**src/rtl/assert_macros.svh**
```systemverilog
// assertion macros shared by the matrix multiply rtl
`ifndef ASSERT_MACROS_SVH
`define ASSERT_MACROS_SVH

// property that must hold at every clock edge out of reset
`define MM_ASSERT(label, prop, msg) \
  label: assert property (@(posedge clk) disable iff (!rst_n) (prop)) else $error(msg);

// condition that must never be seen out of reset
`define MM_NEVER(label, cond, msg) \
  label: assert property (@(posedge clk) disable iff (!rst_n) !(cond)) else $error(msg);

`endif

```
**src/rtl/mm_pkg.sv**
```systemverilog
// shared types, constants and helpers for the matrix multiply block
package mm_pkg;

  localparam int ELEM_W    = 32;
  localparam int DIM_REG_W = 4;
  localparam int TAG_IDX_W = 3;
  localparam int REG_IDX_W = 2;

  localparam logic [DIM_REG_W-1:0] DIM_RESET = 4'd4;

  // register indexes on the configuration port
  localparam logic [REG_IDX_W-1:0] REG_ROWS_A    = 2'd0;
  localparam logic [REG_IDX_W-1:0] REG_INNER_DIM = 2'd1;
  localparam logic [REG_IDX_W-1:0] REG_COLS_B    = 2'd2;

  // saturation limits of the q16.16 result
  localparam logic [ELEM_W-1:0] Q_MAX = 32'h7FFF_FFFF;
  localparam logic [ELEM_W-1:0] Q_MIN = 32'h8000_0000;

  typedef enum logic [1:0] {
    ST_LOAD,
    ST_WAIT_OUT,
    ST_ISSUE,
    ST_DRAIN
  } ctrl_state_t;

  // per-beat tag that travels down the mac pipeline
  typedef struct packed {
    logic                 first;
    logic                 last;
    logic                 last_run;
    logic [TAG_IDX_W-1:0] row;
    logic [TAG_IDX_W-1:0] col;
  } mm_tag_t;

  typedef struct packed {
    logic    wr_a;
    logic    wr_b;
    logic    rd_en;
    mm_tag_t tag;
  } mm_cmd_t;

  typedef struct packed {
    logic out_busy;
    logic res_done;
  } mm_stat_t;

  // zero counts as one, anything above the maximum is clamped
  function automatic logic [4:0] eff_dim(input logic [DIM_REG_W-1:0] v,
                                         input logic [4:0] max_dim);
    logic [4:0] v_ext;
    v_ext = {1'b0, v};
    if (v == '0) begin
      return 5'd1;
    end else if (v_ext > max_dim) begin
      return max_dim;
    end
    return v_ext;
  endfunction

endpackage

```
**src/rtl/mm_ctrl.sv**
```systemverilog
// controller: load sequencing and dot product issue for the matrix multiply
`include "assert_macros.svh"

module mm_ctrl #(
  parameter int MAX_DIM = 8,
  localparam int ADDR_W = $clog2(MAX_DIM * MAX_DIM),
  localparam int DIM_W  = $clog2(MAX_DIM),
  localparam int DV_W   = DIM_W + 1,
  localparam int LEN_W  = 2 * DV_W
) (
  input  logic                             clk,
  input  logic                             rst_n,
  input  logic [mm_pkg::DIM_REG_W-1:0]     rows_a,
  input  logic [mm_pkg::DIM_REG_W-1:0]     inner_dim,
  input  logic [mm_pkg::DIM_REG_W-1:0]     cols_b,
  input  logic                             cfg_wr,
  input  logic                             in_valid,
  output logic                             in_ready,
  input  mm_pkg::mm_stat_t                 stat,
  output mm_pkg::mm_cmd_t                  cmd,
  output logic [ADDR_W-1:0]                wr_addr,
  output logic [ADDR_W-1:0]                rd_a_addr,
  output logic [ADDR_W-1:0]                rd_b_addr
);

  mm_pkg::ctrl_state_t state_r, state_nxt;
  logic              in_b_r, in_b_nxt;
  logic [ADDR_W-1:0] idx_r, idx_nxt;
  logic [DIM_W-1:0]  i_r, i_nxt;
  logic [DIM_W-1:0]  j_r, j_nxt;
  logic [DIM_W-1:0]  k_r, k_nxt;
  logic [ADDR_W-1:0] a_addr_r, a_addr_nxt;
  logic [ADDR_W-1:0] b_addr_r, b_addr_nxt;
  logic [ADDR_W-1:0] row_base_r, row_base_nxt;

  logic [DV_W-1:0]  m, n, p;
  logic [LEN_W-1:0] a_len, b_len;
  logic             a_last, b_last, i_last, j_last, k_last;

  // effective dimensions and matrix sizes
  always_comb begin
    m      = DV_W'(mm_pkg::eff_dim(rows_a, 5'(MAX_DIM)));
    n      = DV_W'(mm_pkg::eff_dim(inner_dim, 5'(MAX_DIM)));
    p      = DV_W'(mm_pkg::eff_dim(cols_b, 5'(MAX_DIM)));
    a_len  = LEN_W'(m) * LEN_W'(n);
    b_len  = LEN_W'(n) * LEN_W'(p);
    a_last = (LEN_W'(idx_r) == a_len - LEN_W'(1));
    b_last = (LEN_W'(idx_r) == b_len - LEN_W'(1));
    i_last = (DV_W'(i_r) == m - DV_W'(1));
    j_last = (DV_W'(j_r) == p - DV_W'(1));
    k_last = (DV_W'(k_r) == n - DV_W'(1));
  end

  // state and counter registers
  always_ff @(posedge clk) begin
    if (!rst_n) begin
      state_r    <= mm_pkg::ST_LOAD;
      in_b_r     <= 1'b0;
      idx_r      <= '0;
      i_r        <= '0;
      j_r        <= '0;
      k_r        <= '0;
      a_addr_r   <= '0;
      b_addr_r   <= '0;
      row_base_r <= '0;
    end else begin
      state_r    <= state_nxt;
      in_b_r     <= in_b_nxt;
      idx_r      <= idx_nxt;
      i_r        <= i_nxt;
      j_r        <= j_nxt;
      k_r        <= k_nxt;
      a_addr_r   <= a_addr_nxt;
      b_addr_r   <= b_addr_nxt;
      row_base_r <= row_base_nxt;
    end
  end

  // next state and commands
  always_comb begin
    state_nxt    = state_r;
    in_b_nxt     = in_b_r;
    idx_nxt      = idx_r;
    i_nxt        = i_r;
    j_nxt        = j_r;
    k_nxt        = k_r;
    a_addr_nxt   = a_addr_r;
    b_addr_nxt   = b_addr_r;
    row_base_nxt = row_base_r;
    in_ready     = 1'b0;
    cmd          = '0;
    wr_addr      = idx_r;
    rd_a_addr    = a_addr_r;
    rd_b_addr    = b_addr_r;

    case (state_r)
      mm_pkg::ST_LOAD: begin
        in_ready = 1'b1;
        if (in_valid) begin
          cmd.wr_a = !in_b_r;
          cmd.wr_b = in_b_r;
          if (!in_b_r) begin
            if (a_last) begin
              in_b_nxt = 1'b1;
              idx_nxt  = '0;
            end else begin
              idx_nxt = idx_r + ADDR_W'(1);
            end
          end else if (b_last) begin
            // last b word starts the product
            in_b_nxt     = 1'b0;
            idx_nxt      = '0;
            i_nxt        = '0;
            j_nxt        = '0;
            k_nxt        = '0;
            a_addr_nxt   = '0;
            b_addr_nxt   = '0;
            row_base_nxt = '0;
            state_nxt    = mm_pkg::ST_WAIT_OUT;
          end else begin
            idx_nxt = idx_r + ADDR_W'(1);
          end
        end
      end

      mm_pkg::ST_WAIT_OUT: begin
        if (!stat.out_busy) begin
          state_nxt = mm_pkg::ST_ISSUE;
        end
      end

      // one multiply-accumulate beat per cycle along a row and a column
      mm_pkg::ST_ISSUE: begin
        cmd.rd_en        = 1'b1;
        cmd.tag.first    = (k_r == '0);
        cmd.tag.last     = k_last;
        cmd.tag.last_run = i_last && j_last;
        cmd.tag.row      = mm_pkg::TAG_IDX_W'(i_r);
        cmd.tag.col      = mm_pkg::TAG_IDX_W'(j_r);
        if (k_last) begin
          k_nxt     = '0;
          state_nxt = mm_pkg::ST_DRAIN;
        end else begin
          k_nxt      = k_r + DIM_W'(1);
          a_addr_nxt = a_addr_r + ADDR_W'(1);
          b_addr_nxt = b_addr_r + ADDR_W'(p);
        end
      end

      // wait for the sum to land in the output register
      mm_pkg::ST_DRAIN: begin
        if (stat.res_done) begin
          if (i_last && j_last) begin
            state_nxt = mm_pkg::ST_LOAD;
          end else begin
            state_nxt = mm_pkg::ST_WAIT_OUT;
            if (j_last) begin
              j_nxt        = '0;
              i_nxt        = i_r + DIM_W'(1);
              row_base_nxt = row_base_r + ADDR_W'(n);
              a_addr_nxt   = row_base_r + ADDR_W'(n);
              b_addr_nxt   = '0;
            end else begin
              j_nxt      = j_r + DIM_W'(1);
              a_addr_nxt = row_base_r;
              b_addr_nxt = ADDR_W'(j_r) + ADDR_W'(1);
            end
          end
        end
      end

      default: begin
        state_nxt = mm_pkg::ST_LOAD;
      end
    endcase

    // a register write restarts loading with the first a word
    if (cfg_wr) begin
      in_b_nxt = 1'b0;
      idx_nxt  = '0;
    end
  end

  `MM_ASSERT(a_k_in_range, (state_r == mm_pkg::ST_ISSUE) |-> (DV_W'(k_r) < n), "k beyond inner dim")
  `MM_ASSERT(a_done_in_drain, stat.res_done |-> (state_r == mm_pkg::ST_DRAIN), "result outside drain")

endmodule

```
**config.mk**
```make
export PLATFORM = sky130hd
export DESIGN_NAME = mm_ctrl
export DESIGN_NICKNAME = d
export VERILOG_FILES = /design/src/rtl/mm_pkg.sv /design/src/rtl/mm_ctrl.sv
export VERILOG_INCLUDE_DIRS = /design/src /design/src/rtl
export SDC_FILE = /design/constraint.sdc
export NUM_CORES = 1
export LEC_CHECK = 0
export ABC_CLOCK_PERIOD_IN_PS = 13800
export BUFFER_PORTS_ARGS = -buffer_cell sky130_fd_sc_hd__buf_2
export CORE_AREA = 2 2 113 115
export DETAILED_ROUTE_END_ITERATION = 8
export DIE_AREA = 0 0 115 117
export GPL_TIMING_DRIVEN = 0
export PLACE_DENSITY = 0.6
export SLEW_MARGIN = 15
export SYNTH_ARGS = -nofsm -noshare
export SYNTH_HDL_FRONTEND = slang
export SYNTH_SLANG_ARGS = --single-unit
export TNS_END_PERCENT = 100
```
**constraint.sdc**
```tcl
create_clock -name clk -period 13.8 [get_ports clk]
set_clock_uncertainty 0.15 [all_clocks]
set_input_delay 4.14 -clock clk [delete_from_list [all_inputs] [get_ports clk]]
set_output_delay 4.14 -clock clk [all_outputs]
set_load 0.005 [all_outputs]
```
# Word-level counts from Yosys, hierarchy flattened
# Index checks and enable logic that the tools add are counted.
[totals] reg_bits=36
[classes] mux=60 add_sub_neg=13 reduce_logical=17 n_lt_le_gt_ge=3 n_mul=2 bitwise_logic=1 n_eq_ne=17
[ops] operator="$mux W6" count=13
[ops] operator="$mux W4" count=10
[ops] operator="$pmux W6 S3" count=2
[ops] operator="$mux W3" count=10
[ops] operator="$ne A2 B2 Y1 const B" count=9
[ops] operator="$pmux W3 S2" count=3
[ops] operator="$eq A6 B8 Y1" count=2
[ops] operator="$mul A4 B4 Y8" count=2
[ops] operator="$mux W2" count=8
[ops] operator="$sub A8 B1 Y8 const B" count=2
[ops] operator="$reduce_and A7 Y1" count=2
[ops] operator="$add A6 B1 Y6 const B" count=2
[ops] operator="$add A6 B4 Y6" count=2
[ops] operator="$eq A3 B4 Y1" count=3
[ops] operator="$gt A4 B4 Y1 const B" count=3
[ops] operator="$logic_not A4 Y1" count=3
[ops] operator="$pmux W6 S2" count=1
[ops] operator="$reduce_and A6 Y1" count=2
[ops] operator="$sub A4 B1 Y4 const B" count=3
[ops] operator="$mux W1" count=11
[ops] operator="$mux W10" count=1
[ops] operator="$add A3 B1 Y3 const B" count=3
[ops] operator="$pmux W2 S4" count=1
[ops] operator="$add A3 B1 Y4 const B" count=1
[ops] operator="12 further kinds" count=14

# Depth between registers and ports, before layout
[logic_depth] ltp_word=11 depth_mapped=17 ltp_nobuf=15

# Worst setup path before layout
# No wires, ideal clock.
[synth_timing] kind="input to output" startpoint="in cols_b[1] (netlist name)" endpoint="out cmd[6] (netlist name)" path_slack_ns=3.715 path_stages=8 path_buffers=0 t_arrival_ns=5.795 path_cell_list="o21ba_2 > nor2_1 > inv_1 > ha_1 > xor2_1 > xnor2_1 > o211ai_2 > nor4_1"
[synth_lines] item="from (decl)" line_no="mm_ctrl.sv:15" text="input logic [mm_pkg::DIM_REG_W-1:0] cols_b,"
[synth_lines] item="to (decl)" line_no="mm_ctrl.sv:20" text="output mm_pkg::mm_cmd_t cmd,"

==> results.json <==
{
  "min_path_cells": 2,
  "core_area_um2": 12300,
  "postCtsHoldBufs": 0,
  "first_iter_violations": 242,
  "crit_buf_inv": 3,
  "start_kind": "input port",
  "fin_crit_ns": 10.88,
  "drv_slew": 0,
  "synth-seq-cells": 36,
  "status": "completed",
  "final.period_utilization_pct": 78.8,
  "cts_tree": "built",
  "crit_chain": "buf_2 > o21ba_2 > nor2_1 > inv_1 > ha_1 > xor2_1 > o31ai_1 > a211oi_1 > and2_1 > buf_2",
  "dr_wl_met2_mm": 5.52,
  "synth.distinct_cells": 73,
  "fmax_ghz": 0.0919,
  "synth_top_area_share_pct": 17.2,
  "yosys.cell_count.top_type": "nand2_1",
  "syn-instance-count": 513,
  "clock_path_buffers": 2,
  "cts_root_buf": "clkbuf_16",
  "wl_met1_mm": 5.08,
  "grt-ovfl-total": 0,
  "total_power_w": 0.000406,
  "wire_per_inst_um": 16.0,
  "port_buffers": 47,
  "clkTransAtPathRegs_ns": 0.06,
  "vias": 3933,
  "antenna_left": 0,
  "dp.cells": 710,
  "vias_per_cell": 5.48,
  "start_util_pct": 34.1,
  "wirelength_mm": 11.5,
  "antenna_found_initial": 0,
  "reg2reg_depth": 8,
  "synthFlopType": "dfxtp_1",
  "worst_pin_slew_ns": 0.779,
  "yosysWarningCount": 0,
  "die_area_um2": 13500,
  "io_pins": 49,
  "drive_gt1_share_pct": 16.4,
  "avgSynthCellArea_um2": 8.18,
  "first_pass_iters": 5,
  "yosysTopAreaCell": "dfxtp_1",
  "synth_common_cells": "nand2_1 (58), ha_1 (54), inv_1 (46), dfxtp_1 (36), a21oi_1 (27)",
  "netlist_top_cells_area": "dfxtp_1 (17%), ha_1 (16%), fa_1 (5.7%)",
  "cts.sinks": 36,
  "crit_top_cell": "buf_2",
  "fin_nets": 651,
  "crit_path_top_delay_cell": "nor2_1",
  "post_cts_buffers": 0,
  "cts_resized": 0,
  "multi_input_area_um2": 3140,
  "nFillCells": 1295,
  "p_per_area_nw_per_um2": 85.2,
  "rsz0062_at_grt": "false",
  "dpl.hpwl_mm": 9.01,
  "drc": 0,
  "top_layer": "met4",
  "gp_congestion": 0.848,
  "hold_ws_ns": 0.331,
  "async_flop_share_pct": 0,
  "final.setup.tns_ns": 0,
  "setup_viol": 0,
  "utilization_pct": 38.8,
  "maxCapViolCount": 0,
  "rows": 41,
  "cp.depth": 10,
  "p_leak_nw": 2.15,
  "syn_area_um2": 4200,
  "hp-class": "register to register",
  "grt_max_degree": 12,
  "worstSetupEndpointType": "primary output",
  "grtUsageTotal_pct": 17.5,
  "met3WireLength_um": 556,
  "fin_cells": 718,
  "cts_buffers": 5,
  "htree_levels": 2,
  "synth_enable_flop_cells": 0,
  "clkLatencyLatePin_ns": 0.29,
  "grt_pass1_wl_mm": 18.7,
  "worstSetupPathType": "input port to primary output",
  "arrival_ns": 6.59,
  "grt_pass1_vias": 3738,
  "relSlewSlack_pct": 47.6,
  "synth_fp_nets": 597,
  "ys_seq_area_share_pct": 17.2,
  "irDropWorstVdd_mv": 0.0426,
  "hold_viol_final": 0,
  "cp_top_family": "compound AO/OA/AOI/OAI gates",
  "dieHeight_um": 117,
  "area_growth_pct": 13.7,
  "regArea_um2": 721,
  "cp_max_fo": 6,
  "worstPathRequired_ns": 9.51,
  "die_x_um": 115,
  "crit_path_max_incr_delay_ns": 0.50,
  "diodes": 0
}
## state kept, by name, summed over array words and instances (netlist names)
signal / flops
rd_a_addr: 6
rd_b_addr: 6
row_base_r: 6
wr_addr: 6
i_r: 3
j_r: 3
k_r: 3
state_r: 2
in_b_r: 1
## cell type report
type,instances,area share (%)
Buffer,23,3.33
Clock buffer,7,2.99
Clock inverter,1,0.157
Inverter,48,3.78
Multi-Input combinational cell,406,65.8
Sequential cell,36,15.1
Tap cell,150,3.93
Timing Repair Buffer,47,4.93
## through the flow
stage          setup WS (ns)  instance area [µm²]
3_3_place_gp            2.98                 4620
2_1_floorplan           3.72                 4200
6_report                2.92                 4770
3_5_place_dp            3.01                 4620
4_1_cts                 2.99                 4770
5_1_grt                 2.72                 4770
## cells by family (layout without fill, tap and decap cells)
family / after synthesis / after routing / synth area share, %
xor+xnor: 34 / 34 / 7.09
mux: 15 / 15 / 3.64
simple gates: 171 / 171 / 21.2
fa+ha+maj: 66 / 66 / 21.8
flops: 36 / 36 / 17.2
compound gates: 120 / 120 / 21.0
buf+inv: 71 / 126 / 8.08
## placed cells by master, fill, tap and decap left out, drive strengths merged, types with 12 or more instances in the layout
master / n
o21ai: 17
a21oi: 27
nand2: 58
xnor2: 17
nand3: 15
mux2i: 13
ha: 54
inv: 47
buf: 55
dfxtp: 36
xor2: 17
clkbuf: 22
fa: 12
nor2: 21
## layer usage
metal	vias to the layer above	track usage, %
li1	1939	-
met1	1852	22.9
met2	121	29.8
met3	21	1.54
met4	0	7.47
met5	-	0
## report_power, final
part	internal (W)	leakage [nW]	switching, W
Clock	0.0000720	0.0701	0.0000462
Combinational	0.0000713	1.79	0.000101
Sequential	0.000109	0.290	0.00000692
Total	0.000252	2.15	0.000154
## worst paths after layout
kind	startpoint	to	slack (ns)
max	inner_dim[2]	cmd[7]	2.92
min	rd_b_addr[3]	rd_b_addr[3]	0.33
max reg2reg	state_r[0]	row_base_r[0]	10.93
min reg2reg	rd_b_addr[3]	rd_b_addr[3]	0.33
## tightest hold or removal path: cells and delay by family (launching register included)
kind | cells | cell delay (ns)
flip-flops | 1 | 0.32
multiplexers | 1 | 0.06
AND/OR/NAND/NOR | 1 | 0.06
Power figures use the tool's default switching activity.
